==> src/rtl/fvc_pkg.sv <==
// ----------------------------------------------------------------------------
// fvc_pkg: shared types and constants for the forest vote classifier
// Operation codes, store geometry, controller states and command structs.
// ----------------------------------------------------------------------------
package fvc_pkg;

  localparam int NODE_DEPTH    = 4096;
  localparam int LEAF_BYTES    = 16384;
  localparam int MAX_TREES     = 64;
  localparam int MAX_CLASSES   = 16;
  localparam int FEATURE_COUNT = 256;
  localparam int MAX_DEPTH     = 64;

  localparam int NODE_AW = $clog2(NODE_DEPTH);
  localparam int LEAF_AW = $clog2(LEAF_BYTES);
  localparam int TREE_AW = $clog2(MAX_TREES);
  localparam int FEAT_AW = $clog2(FEATURE_COUNT);
  localparam int CLS_AW  = $clog2(MAX_CLASSES);
  localparam int STEP_W  = $clog2(MAX_DEPTH + 1);

  localparam int OP_W   = 3;
  localparam int ADDR_W = 14;
  localparam int PAY_W  = 56;
  localparam int VOTE_W = 14;
  localparam logic [VOTE_W-1:0] VOTE_MAX = '1;

  localparam logic [OP_W-1:0] OP_LOAD_NODE = 3'd0;
  localparam logic [OP_W-1:0] OP_LOAD_LEAF = 3'd1;
  localparam logic [OP_W-1:0] OP_LOAD_ROOT = 3'd2;
  localparam logic [OP_W-1:0] OP_LOAD_FEAT = 3'd3;
  localparam logic [OP_W-1:0] OP_CLASSIFY  = 3'd4;

  localparam logic [1:0] REG_CLASS_COUNT = 2'd0;
  localparam logic [1:0] REG_TREE_COUNT  = 2'd1;

  typedef enum logic [3:0] {
    ST_IDLE,     // waiting for a transaction
    ST_CLEAR,    // zero vote counters
    ST_ROOT,     // read root of current tree
    ST_NODE,     // node address ready, issue node read
    ST_DECODE,   // node word back, classify leaf or branch
    ST_FEAT,     // feature word back, take branch
    ST_LEAF,     // read leaf byte for current class
    ST_ADD,      // accumulate leaf byte
    ST_NEXT,     // advance to next tree
    ST_BEST,     // argmax scan
    ST_EMIT      // stream results
  } state_t;

  typedef struct packed {
    logic load_root;    // node pointer <- root data
    logic node_read;    // issue node store read
    logic feat_read;    // issue feature read
    logic take_branch;  // move pointer by compare result
    logic leaf_read;    // issue leaf byte read for class counter
    logic leaf_add;     // add leaf byte to vote of class counter
    logic leaf_base;    // latch leaf base address
    logic clear_votes;  // zero counters and fault
    logic set_fault;    // mark fault
    logic best_step;    // compare class counter with best
    logic best_init;    // best <- 0
  } dp_cmd_t;

  typedef struct packed {
    logic node_oob;     // pointer past node store
    logic is_leaf;      // right offset is zero
    logic feat_oob;     // feature index past store
    logic leaf_oob;     // leaf row past store
  } dp_stat_t;

  // IEEE single <= with NaN false and -0 == +0, on bit patterns
  function automatic logic goes_left(input logic [31:0] f, input logic [31:0] t);
    logic        fnan;
    logic        tnan;
    logic [31:0] fm;
    logic [31:0] tm;
    logic        le;
    fnan = f[30:0] > 31'h7F800000;
    tnan = t[30:0] > 31'h7F800000;
    fm   = {1'b0, f[30:0]};
    tm   = {1'b0, t[30:0]};
    priority if (fm == 32'd0 && tm == 32'd0) le = 1'b1;
    else if (!f[31] && !t[31]) le = fm <= tm;
    else if (f[31] && t[31])   le = fm >= tm;
    else le = f[31];
    return le && !fnan && !tnan;
  endfunction

endpackage

==> src/rtl/fvc_control.sv <==
// ----------------------------------------------------------------------------
// fvc_control: sequencer for the forest walk and result stream
// Steps trees, nodes and classes and raises result valid while streaming.
// ----------------------------------------------------------------------------
module fvc_control import fvc_pkg::*; (
  input  logic              clk,
  input  logic              rst,
  input  logic              in_valid,
  input  logic [OP_W-1:0]   operation,
  input  logic [CLS_AW:0]   classes,
  input  logic [TREE_AW:0]  trees,
  input  dp_stat_t          stat,
  input  logic              out_stall,
  output logic              in_stall,
  output logic              in_take,
  output dp_cmd_t           cmd,
  output logic [TREE_AW-1:0] tree_sel,
  output logic [CLS_AW-1:0] cls_sel,
  output logic              out_valid,
  output logic              out_last
);

  state_t            state, state_next;
  logic [TREE_AW:0]  tree, tree_next;
  logic [CLS_AW:0]   cls, cls_next;
  logic [STEP_W-1:0] steps, steps_next;

  assign in_stall = state != ST_IDLE;
  assign in_take  = in_valid && !in_stall;
  // root read is registered, so its address is taken from the next value of the tree counter
  assign tree_sel = tree_next[TREE_AW-1:0];
  assign cls_sel  = cls[CLS_AW-1:0];
  assign out_last = cls + 1'b1 == classes;

  // state and counters
  always_ff @(posedge clk) begin
    if (rst) begin
      state <= ST_IDLE;
      tree  <= '0;
      cls   <= '0;
      steps <= '0;
    end else begin
      state <= state_next;
      tree  <= tree_next;
      cls   <= cls_next;
      steps <= steps_next;
    end
  end

  // next state and commands
  always_comb begin
    state_next = state;
    tree_next  = tree;
    cls_next   = cls;
    steps_next = steps;
    cmd        = '0;
    out_valid  = 1'b0;
    unique case (state)
      ST_IDLE: begin
        tree_next = '0;
        if (in_take && operation == OP_CLASSIFY) state_next = ST_CLEAR;
      end
      ST_CLEAR: begin
        cmd.clear_votes = 1'b1;
        state_next = trees == '0 ? ST_BEST : ST_ROOT;
        cls_next   = '0;
      end
      ST_ROOT: begin
        cmd.load_root = 1'b1;
        steps_next = '0;
        state_next = ST_NODE;
      end
      ST_NODE: begin
        if (stat.node_oob) begin
          cmd.set_fault = 1'b1;
          state_next = ST_NEXT;
        end else begin
          cmd.node_read = 1'b1;
          state_next = ST_DECODE;
        end
      end
      ST_DECODE: begin
        if (stat.is_leaf) begin
          cmd.leaf_base = 1'b1;
          cls_next   = '0;
          state_next = ST_LEAF;
        end else if (steps >= STEP_W'(MAX_DEPTH) || stat.feat_oob) begin
          cmd.set_fault = 1'b1;
          state_next = ST_NEXT;
        end else begin
          cmd.feat_read = 1'b1;
          steps_next = steps + 1'b1;
          state_next = ST_FEAT;
        end
      end
      ST_FEAT: begin
        cmd.take_branch = 1'b1;
        state_next = ST_NODE;
      end
      ST_LEAF: begin
        if (stat.leaf_oob) begin
          cmd.set_fault = 1'b1;
          state_next = ST_NEXT;
        end else begin
          cmd.leaf_read = 1'b1;
          state_next = ST_ADD;
        end
      end
      ST_ADD: begin
        cmd.leaf_add = 1'b1;
        cls_next = cls + 1'b1;
        state_next = cls + 1'b1 == classes ? ST_NEXT : ST_LEAF;
      end
      ST_NEXT: begin
        tree_next = tree + 1'b1;
        cls_next  = '0;
        state_next = tree + 1'b1 == trees ? ST_BEST : ST_ROOT;
      end
      ST_BEST: begin
        if (cls == '0) cmd.best_init = 1'b1;
        else cmd.best_step = 1'b1;
        cls_next = cls + 1'b1;
        if (cls + 1'b1 == classes) begin
          cls_next   = '0;
          state_next = ST_EMIT;
        end
      end
      ST_EMIT: begin
        out_valid = 1'b1;
        if (!out_stall) begin
          cls_next = cls + 1'b1;
          if (out_last) state_next = ST_IDLE;
        end
      end
      default: state_next = ST_IDLE;
    endcase
  end

endmodule

==> config.mk <==
export PLATFORM = sky130hd
export DESIGN_NAME = fvc_control
export DESIGN_NICKNAME = d
export VERILOG_FILES = /design/src/rtl/fvc_pkg.sv /design/src/rtl/fvc_control.sv
export SDC_FILE = /design/constraint.sdc
export NUM_CORES = 1
export LEC_CHECK = 0
export BUFFER_PORTS_ARGS = -buffer_cell sky130_fd_sc_hd__buf_2
export CORE_MARGIN = 3
export CORE_UTILIZATION = 53
export DETAILED_ROUTE_END_ITERATION = 7
export PLACE_DENSITY = 0.83
export SYNTH_ARGS = -nofsm -noshare
export SYNTH_HDL_FRONTEND = slang
export SYNTH_SLANG_ARGS = --single-unit
==> constraint.sdc <==
create_clock -name clk -period 2.7 [get_ports clk]
set_clock_uncertainty 0.2 [all_clocks]
set_input_delay 0.405 -clock clk [delete_from_list [all_inputs] [get_ports clk]]
set_output_delay 0.405 -clock clk [all_outputs]
set_load 0.005 [all_outputs]
Word level (Yosys, flattened, before mapping):

Index checks and enable logic that the tools add are counted.

* output and inout bits: 25
* register bits: 23

* multiplexer cells: 42
* reductions and logical operators: 16
* equality and inequality tests: 20
* magnitude comparators: 1
* $add $sub $neg: 3

Operators by type and width (count)
* $mux 4: 11
* $pmux 4 s10: 1
* $pmux 7 s2: 2
* $pmux 5 s5: 1
* $mux 1: 20
* $eq 4x3->1 const B: 4
* $mux 5: 3
* $add 7x1->7 const B: 2
* $mux 7: 2
* $ne 2x2->1 const B: 7
* $eq 4x4->1 const B: 3
* $eq 4x2->1 const B: 2
* $eq 7x7->1: 1
* $ge 7x7->1 const B: 1
* $logic_not 7->1: 1
* $reduce_and 3->1: 2
* $add 5x1->5 const B: 1
* $eq 5x5->1: 1
* $logic_not 5->1: 1
* $reduce_bool 5->1: 1
* $eq 4x1->1 const B: 1
* $logic_not 4->1: 1
* $reduce_and 4->1: 1
* $reduce_bool 2->1: 2
* 8 further kinds: 10

Longest topological paths before layout:

* word-level depth: 6
* mapped depth: 9
* gate-level depth less buffers: 9

Worst setup path before layout:

OpenSTA, ideal clock, no wires.

* kind: register -> register
* from: register tree[0]
* to: register state[3]
* arrival time: 1.988 ns
* library setup time: 0.084 ns
* data required time: 2.416 ns
* period minus slack after synthesis: 2.272 ns
* cell stages (with the launch flop): 8
* setup slack: 0.428 ns
* path through: dfxtp_1 > ha_1 > nand3_2 > or3_4 > a2111oi_4 > a41o_1 > a2111oi_2 > o31ai_2

* cells in the longest elaborated chain, start to end: 4

Ends and longest elaborated chain
* from (decl): line fvc_control.sv:24 `logic [TREE_AW:0] tree, tree_next;`
* from (signal assigned): line fvc_control.sv:44 `tree <= tree_next;`
* $add 7x1->7: line fvc_control.sv:117 `state_next = tree + 1'b1 == trees ? ST_BEST : ST_ROOT;`
* $eq 7x7->1: line fvc_control.sv:117
* $mux 4: line fvc_control.sv:117
* $pmux 4 s10: line fvc_control.sv:58 `unique case (state)`
* to (signal assigned): line fvc_control.sv:43 `state <= state_next;`
* to (decl): line fvc_control.sv:23 `state_t state, state_next;`

No other way between the ends.
A chain may end at the register's enable or synchronous reset.

Worst setup path in the final report:

* from: register cls[1]
* to: output out_last

* cells in the longest elaborated chain, start to end: 2

Ends and longest elaborated chain
* from (decl): line fvc_control.sv:25 `logic [CLS_AW:0] cls, cls_next;`
* from (signal assigned): line fvc_control.sv:45 `cls <= cls_next;`
* $add 5x1->5: line fvc_control.sv:33 `assign out_last = cls + 1'b1 == classes;`
* $eq 5x5->1: line fvc_control.sv:33
* to (decl): line fvc_control.sv:20 `output logic out_last`

No other way between the ends.

==> key figures <==
GRT
  – Maximum number of pins on one net before global-route repair: 18
  – Wire length of the first global-routing pass: ~7.3 mm
  – Number of global-route vias before repair: around 1700
  – All-Layer GR Usage: 0.210
  – Initial antenna violation count: 0
  – GR Overflow Total: 0

Clock network
  – Master cell of the clock root buffer: sky130_fd_sc_hd__clkbuf_4
  – Number of clock buffers inserted by TritonCTS: 3
  – Number of H-tree levels: 1
  – Number of buffers inserted for hold repair after clock tree synthesis: 0
  – Number of clock sinks: 23
  – Clock latency reported for the late side of the worst-skew pair: about 320 ps
  – CTS Buffer Depth: 2
  – Setup fix buffers added after clock tree synthesis: 0
  – Clk pin slew, worst setup/hold paths: about 130 ps
  – CTS tree: built

Pwr
  – Switching share of power: 0.348
  – Clock share of power: 0.217
  – P_sw: around 0.00026 W
  – Sequential power share: 0.485
  – Logic gate share of total power: 0.298
  – Worst IR Drop VDD: roughly 0.45 mV
  – Cell-internal power: about 0.00050 W
  – Static Leakage: 0.884 nW
  – PwrDens: approximately 370 nW/um^2

Drt
  – Routed met3 length: roughly 370 um
  – Antenna violation net count after detailed routing: 0
  – Average wire length per cell after detail routing: ~13 um
  – Count of unresolved DRC violations after routing: 0
  – Total wirelength of the detailed-routed design: between 4 and 5 mm
  – Vias: roughly 1800
  – Met2 WL: 1.91 mm
  – Post-detailed-route via-to-cell ratio: around 5.7
  – Initial DRC count: around 110
  – Number of search-and-repair iterations in the first detailed-routing pass: 4
  – Max layer used: met4
  – Total routed wire length on the met1 layer: approximately 2 mm

STA
  – Max-slew violation count: 0
  – Max-Slew Margin vs Limit: 0.627
  – Total negative setup slack: 0 ps
  – Number of hold violations in the final report: 0
  – Clock period minus worst slack: 2520 ps
  – RSZ-0062 raised after global routing: false
  – Period utilization: 0.933
  – Final worst slack: 180 ps
  – Max Fclk: 0.397 GHz
  – Worst-margin pin slew: ~560 ps
  – Total of endpoints with negative setup slack in the final report: 0

Critical path
  – Maximum fanout encountered on the critical timing path: 5
  – Endpoint class of the critical path: output port
  – Critical path buffers and inverters: 2
  – Crit-path slowest cell: sky130_fd_sc_hd__dfxtp_1
  – Worst-path cell chain: ha_1, nand3_1, xnor2_1, nand4_1, inv_2, buf_2
  – Setup Crit Path Kind: flip-flop to output port
  – Cell family with most CP delay: flip-flops
  – Type of element launching the critical path: flip-flop
  – Data required, critical path: around 2100 ps
  – Arrival time worst endpoint: 1920 ps
  – Crit path largest cell delay: between 400 and 500 ps

Floorplanning
  – Core area: roughly 3200 sq um
  – Initial cell density of the core: 0.580
  – Die height: around 65 um
  – Io pins: 48
  – Floorplan die width: about 65 um
  – Row cnt: 20
  – Die ar.: between 4000 and 5000 sq um

Job
  – Reported max-cap violation count: 0

Yosys
  – Seq/Total Area, Yosys: 0.248
  – Share of synthesized flip-flops with an asynchronous set or reset: 0
  – Predominant post-synthesis flop cell: sky130_fd_sc_hd__dfxtp_1
  – Count of state elements after synthesis: 23
  – Net count of the mapped netlist: about 270
  – Synth Instances: ~250
  – Count of flip-flops with a built-in enable after synthesis: 0
  – Post-synthesis instance area: 1860 sq um
  – Distinct cells, synth: a little under 60
  – Count of yosys warnings during synthesis: 0
  – Post-synthesis area per instance: ~7.6 sq um

Placement
  – DP Wirelength: between 3 and 4 mm
  – Port bufs: 47
  – Gp weighted congestion: 0.903
  – Post-Place Worst Slack: between 200 and 300 ps

Layout
  – Fill cell count: between 300 and 400
  – Total Nets Final: between 300 and 400
  – Layout overhead on the synthesized area: 11.7%
  – Area occupied by multi-input gates: approximately 1200 sq um
  – Antenna cells: 0
  – Ratio of cells with drive above 1 in the final layout: 0.251
  – Register cell area after layout: between 400 and 500 sq um

Outcome
  – Outcome: completed

Min path
  – Worst min-delay path category: primary input to flip-flop
==> timing repair <==
item	4_1_cts	5_1_grt
endpoints found under the setup margin	0	6
hold endpoints to repair	0	0
gates resized for setup	0	4
==> layout by cell type, fill, tap and decap left out, types with 2 or more instances in the layout <==
cell,n
sky130_fd_sc_hd__xnor2_1,12
sky130_fd_sc_hd__nor4b_2,2
sky130_fd_sc_hd__nand4_1,4
sky130_fd_sc_hd__nor4bb_1,2
sky130_fd_sc_hd__o211ai_1,2
sky130_fd_sc_hd__ha_1,4
sky130_fd_sc_hd__dfxtp_1,19
sky130_fd_sc_hd__and2_1,7
sky130_fd_sc_hd__inv_1,12
sky130_fd_sc_hd__buf_2,47
sky130_fd_sc_hd__o311a_1,2
sky130_fd_sc_hd__a211oi_1,2
sky130_fd_sc_hd__nor2_1,19
sky130_fd_sc_hd__xor2_1,8
sky130_fd_sc_hd__nand2b_1,8
sky130_fd_sc_hd__nor3_1,7
sky130_fd_sc_hd__nand2_1,28
sky130_fd_sc_hd__buf_4,2
sky130_fd_sc_hd__o21ai_1,11
sky130_fd_sc_hd__o21ai_0,6
sky130_fd_sc_hd__and3_1,5
sky130_fd_sc_hd__dfxtp_2,4
sky130_fd_sc_hd__a21oi_1,9
sky130_fd_sc_hd__nand3_1,9
sky130_fd_sc_hd__or3_1,2
sky130_fd_sc_hd__clkbuf_4,3
sky130_fd_sc_hd__a31oi_1,6
sky130_fd_sc_hd__nor4_1,5
sky130_fd_sc_hd__o21a_1,2
==> routing by layer <==
| layer | up-vias | track usage |
|---|---|---|
| met5 | - | 0 |
| met4 | 0 | 0.0415 |
| met3 | 4 | 0.0444 |
| met2 | 75 | 0.320 |
| met1 | 830 | 0.303 |
| li1 | 936 | - |
==> power by group through the flow <==
stage	Clock [W]	Sequential (W)	Combinational (W)
6_report	0.000165	0.000369	0.000226
5_1_grt	0.000177	0.000371	0.000249
4_1_cts	0.000169	0.000367	0.000225
3_5_place_dp	0	0.000375	0.000224
3_3_place_gp	0	0.000374	0.000222
2_1_floorplan	0	0.000357	0.000169
==> synthesized netlist by cell type (4+ instances only) <==
cell	n	share of area
sky130_fd_sc_hd__a21oi_1	9	0.024
sky130_fd_sc_hd__a31oi_1	6	0.020
sky130_fd_sc_hd__and2_1	7	0.024
sky130_fd_sc_hd__and3_1	5	0.017
sky130_fd_sc_hd__buf_4	11	0.044
sky130_fd_sc_hd__clkbuf_1	6	0.012
sky130_fd_sc_hd__dfxtp_1	23	0.25
sky130_fd_sc_hd__ha_1	4	0.027
sky130_fd_sc_hd__inv_1	12	0.024
sky130_fd_sc_hd__nand2_1	28	0.057
sky130_fd_sc_hd__nand2b_1	8	0.027
sky130_fd_sc_hd__nand3_1	9	0.024
sky130_fd_sc_hd__nand4_1	4	0.013
sky130_fd_sc_hd__nor2_1	19	0.038
sky130_fd_sc_hd__nor3_1	7	0.019
sky130_fd_sc_hd__nor4_1	5	0.017
sky130_fd_sc_hd__o21ai_0	6	0.016
sky130_fd_sc_hd__o21ai_1	11	0.030
sky130_fd_sc_hd__xnor2_1	12	0.057
sky130_fd_sc_hd__xor2_1	8	0.038
==> area by class of cell <==
class / count / area share
clock buffers: 4 / 0.0127
inverters: 13 / 0.0235
multi-input cells: 190 / 0.593
flip-flops and latches: 23 / 0.224
well taps: 44 / 0.0265
repair buffers: 49 / 0.120
==> metrics by stage <==
stage               instance area, sq um  hold WS [ps]  instances  total power, W  utilization
floorplan                           1860           241        246        0.000527            -
global placement                    2050           269        319        0.000597        0.639
detailed placement                  2050           270        319        0.000599        0.639
CTS                                 2070           181        323        0.000762        0.647
global route                        2080           205        323        0.000797        0.648
finish                              2080           175        323        0.000760        0.648
==> logic make-up (layout without fill, tap and decap cells) <==
kind of cell    Yosys count  in the layout  share of synthesized area
compound gates           55             55                      0.209
xor+xnor                 20             20                     0.0942
fa+ha+maj                 4              4                     0.0269
buf+inv                  33             66                     0.0902
flops                    23             23                      0.248
mux                       2              2                     0.0114
simple gates            109            109                      0.320
==> registers in the layout, indices dropped and copies added (netlist names) <==
| signal | cells |
|---|---|
| steps | 7 |
| state | 4 |
| cls | 5 |
| tree | 7 |
==> worst register-to-register path, cell delays in order, from the launching register on <==
cell and delay (ps):
sky130_fd_sc_hd__dfxtp_1 440, sky130_fd_sc_hd__ha_1 300, sky130_fd_sc_hd__nand3_2 180, sky130_fd_sc_hd__or3_4 440
sky130_fd_sc_hd__a2111oi_4 400, sky130_fd_sc_hd__a41o_1 250, sky130_fd_sc_hd__a2111oi_2 50, sky130_fd_sc_hd__o31ai_2 160
==> final timing paths <==
| path | from | end | slack [ps] | cells past startpoint |
|---|---|---|---|---|
| worst min register to register | steps[6] | steps[6] | 290 | 2 |
| worst min-delay path | stat[1] | state[2] | 170 | 4 |
| worst max register to register | tree[0] | state[3] | 200 | 7 |
| worst max-delay path | cls[1] | out_last | 180 | 6 |
(Power assumes the default switching activity.)
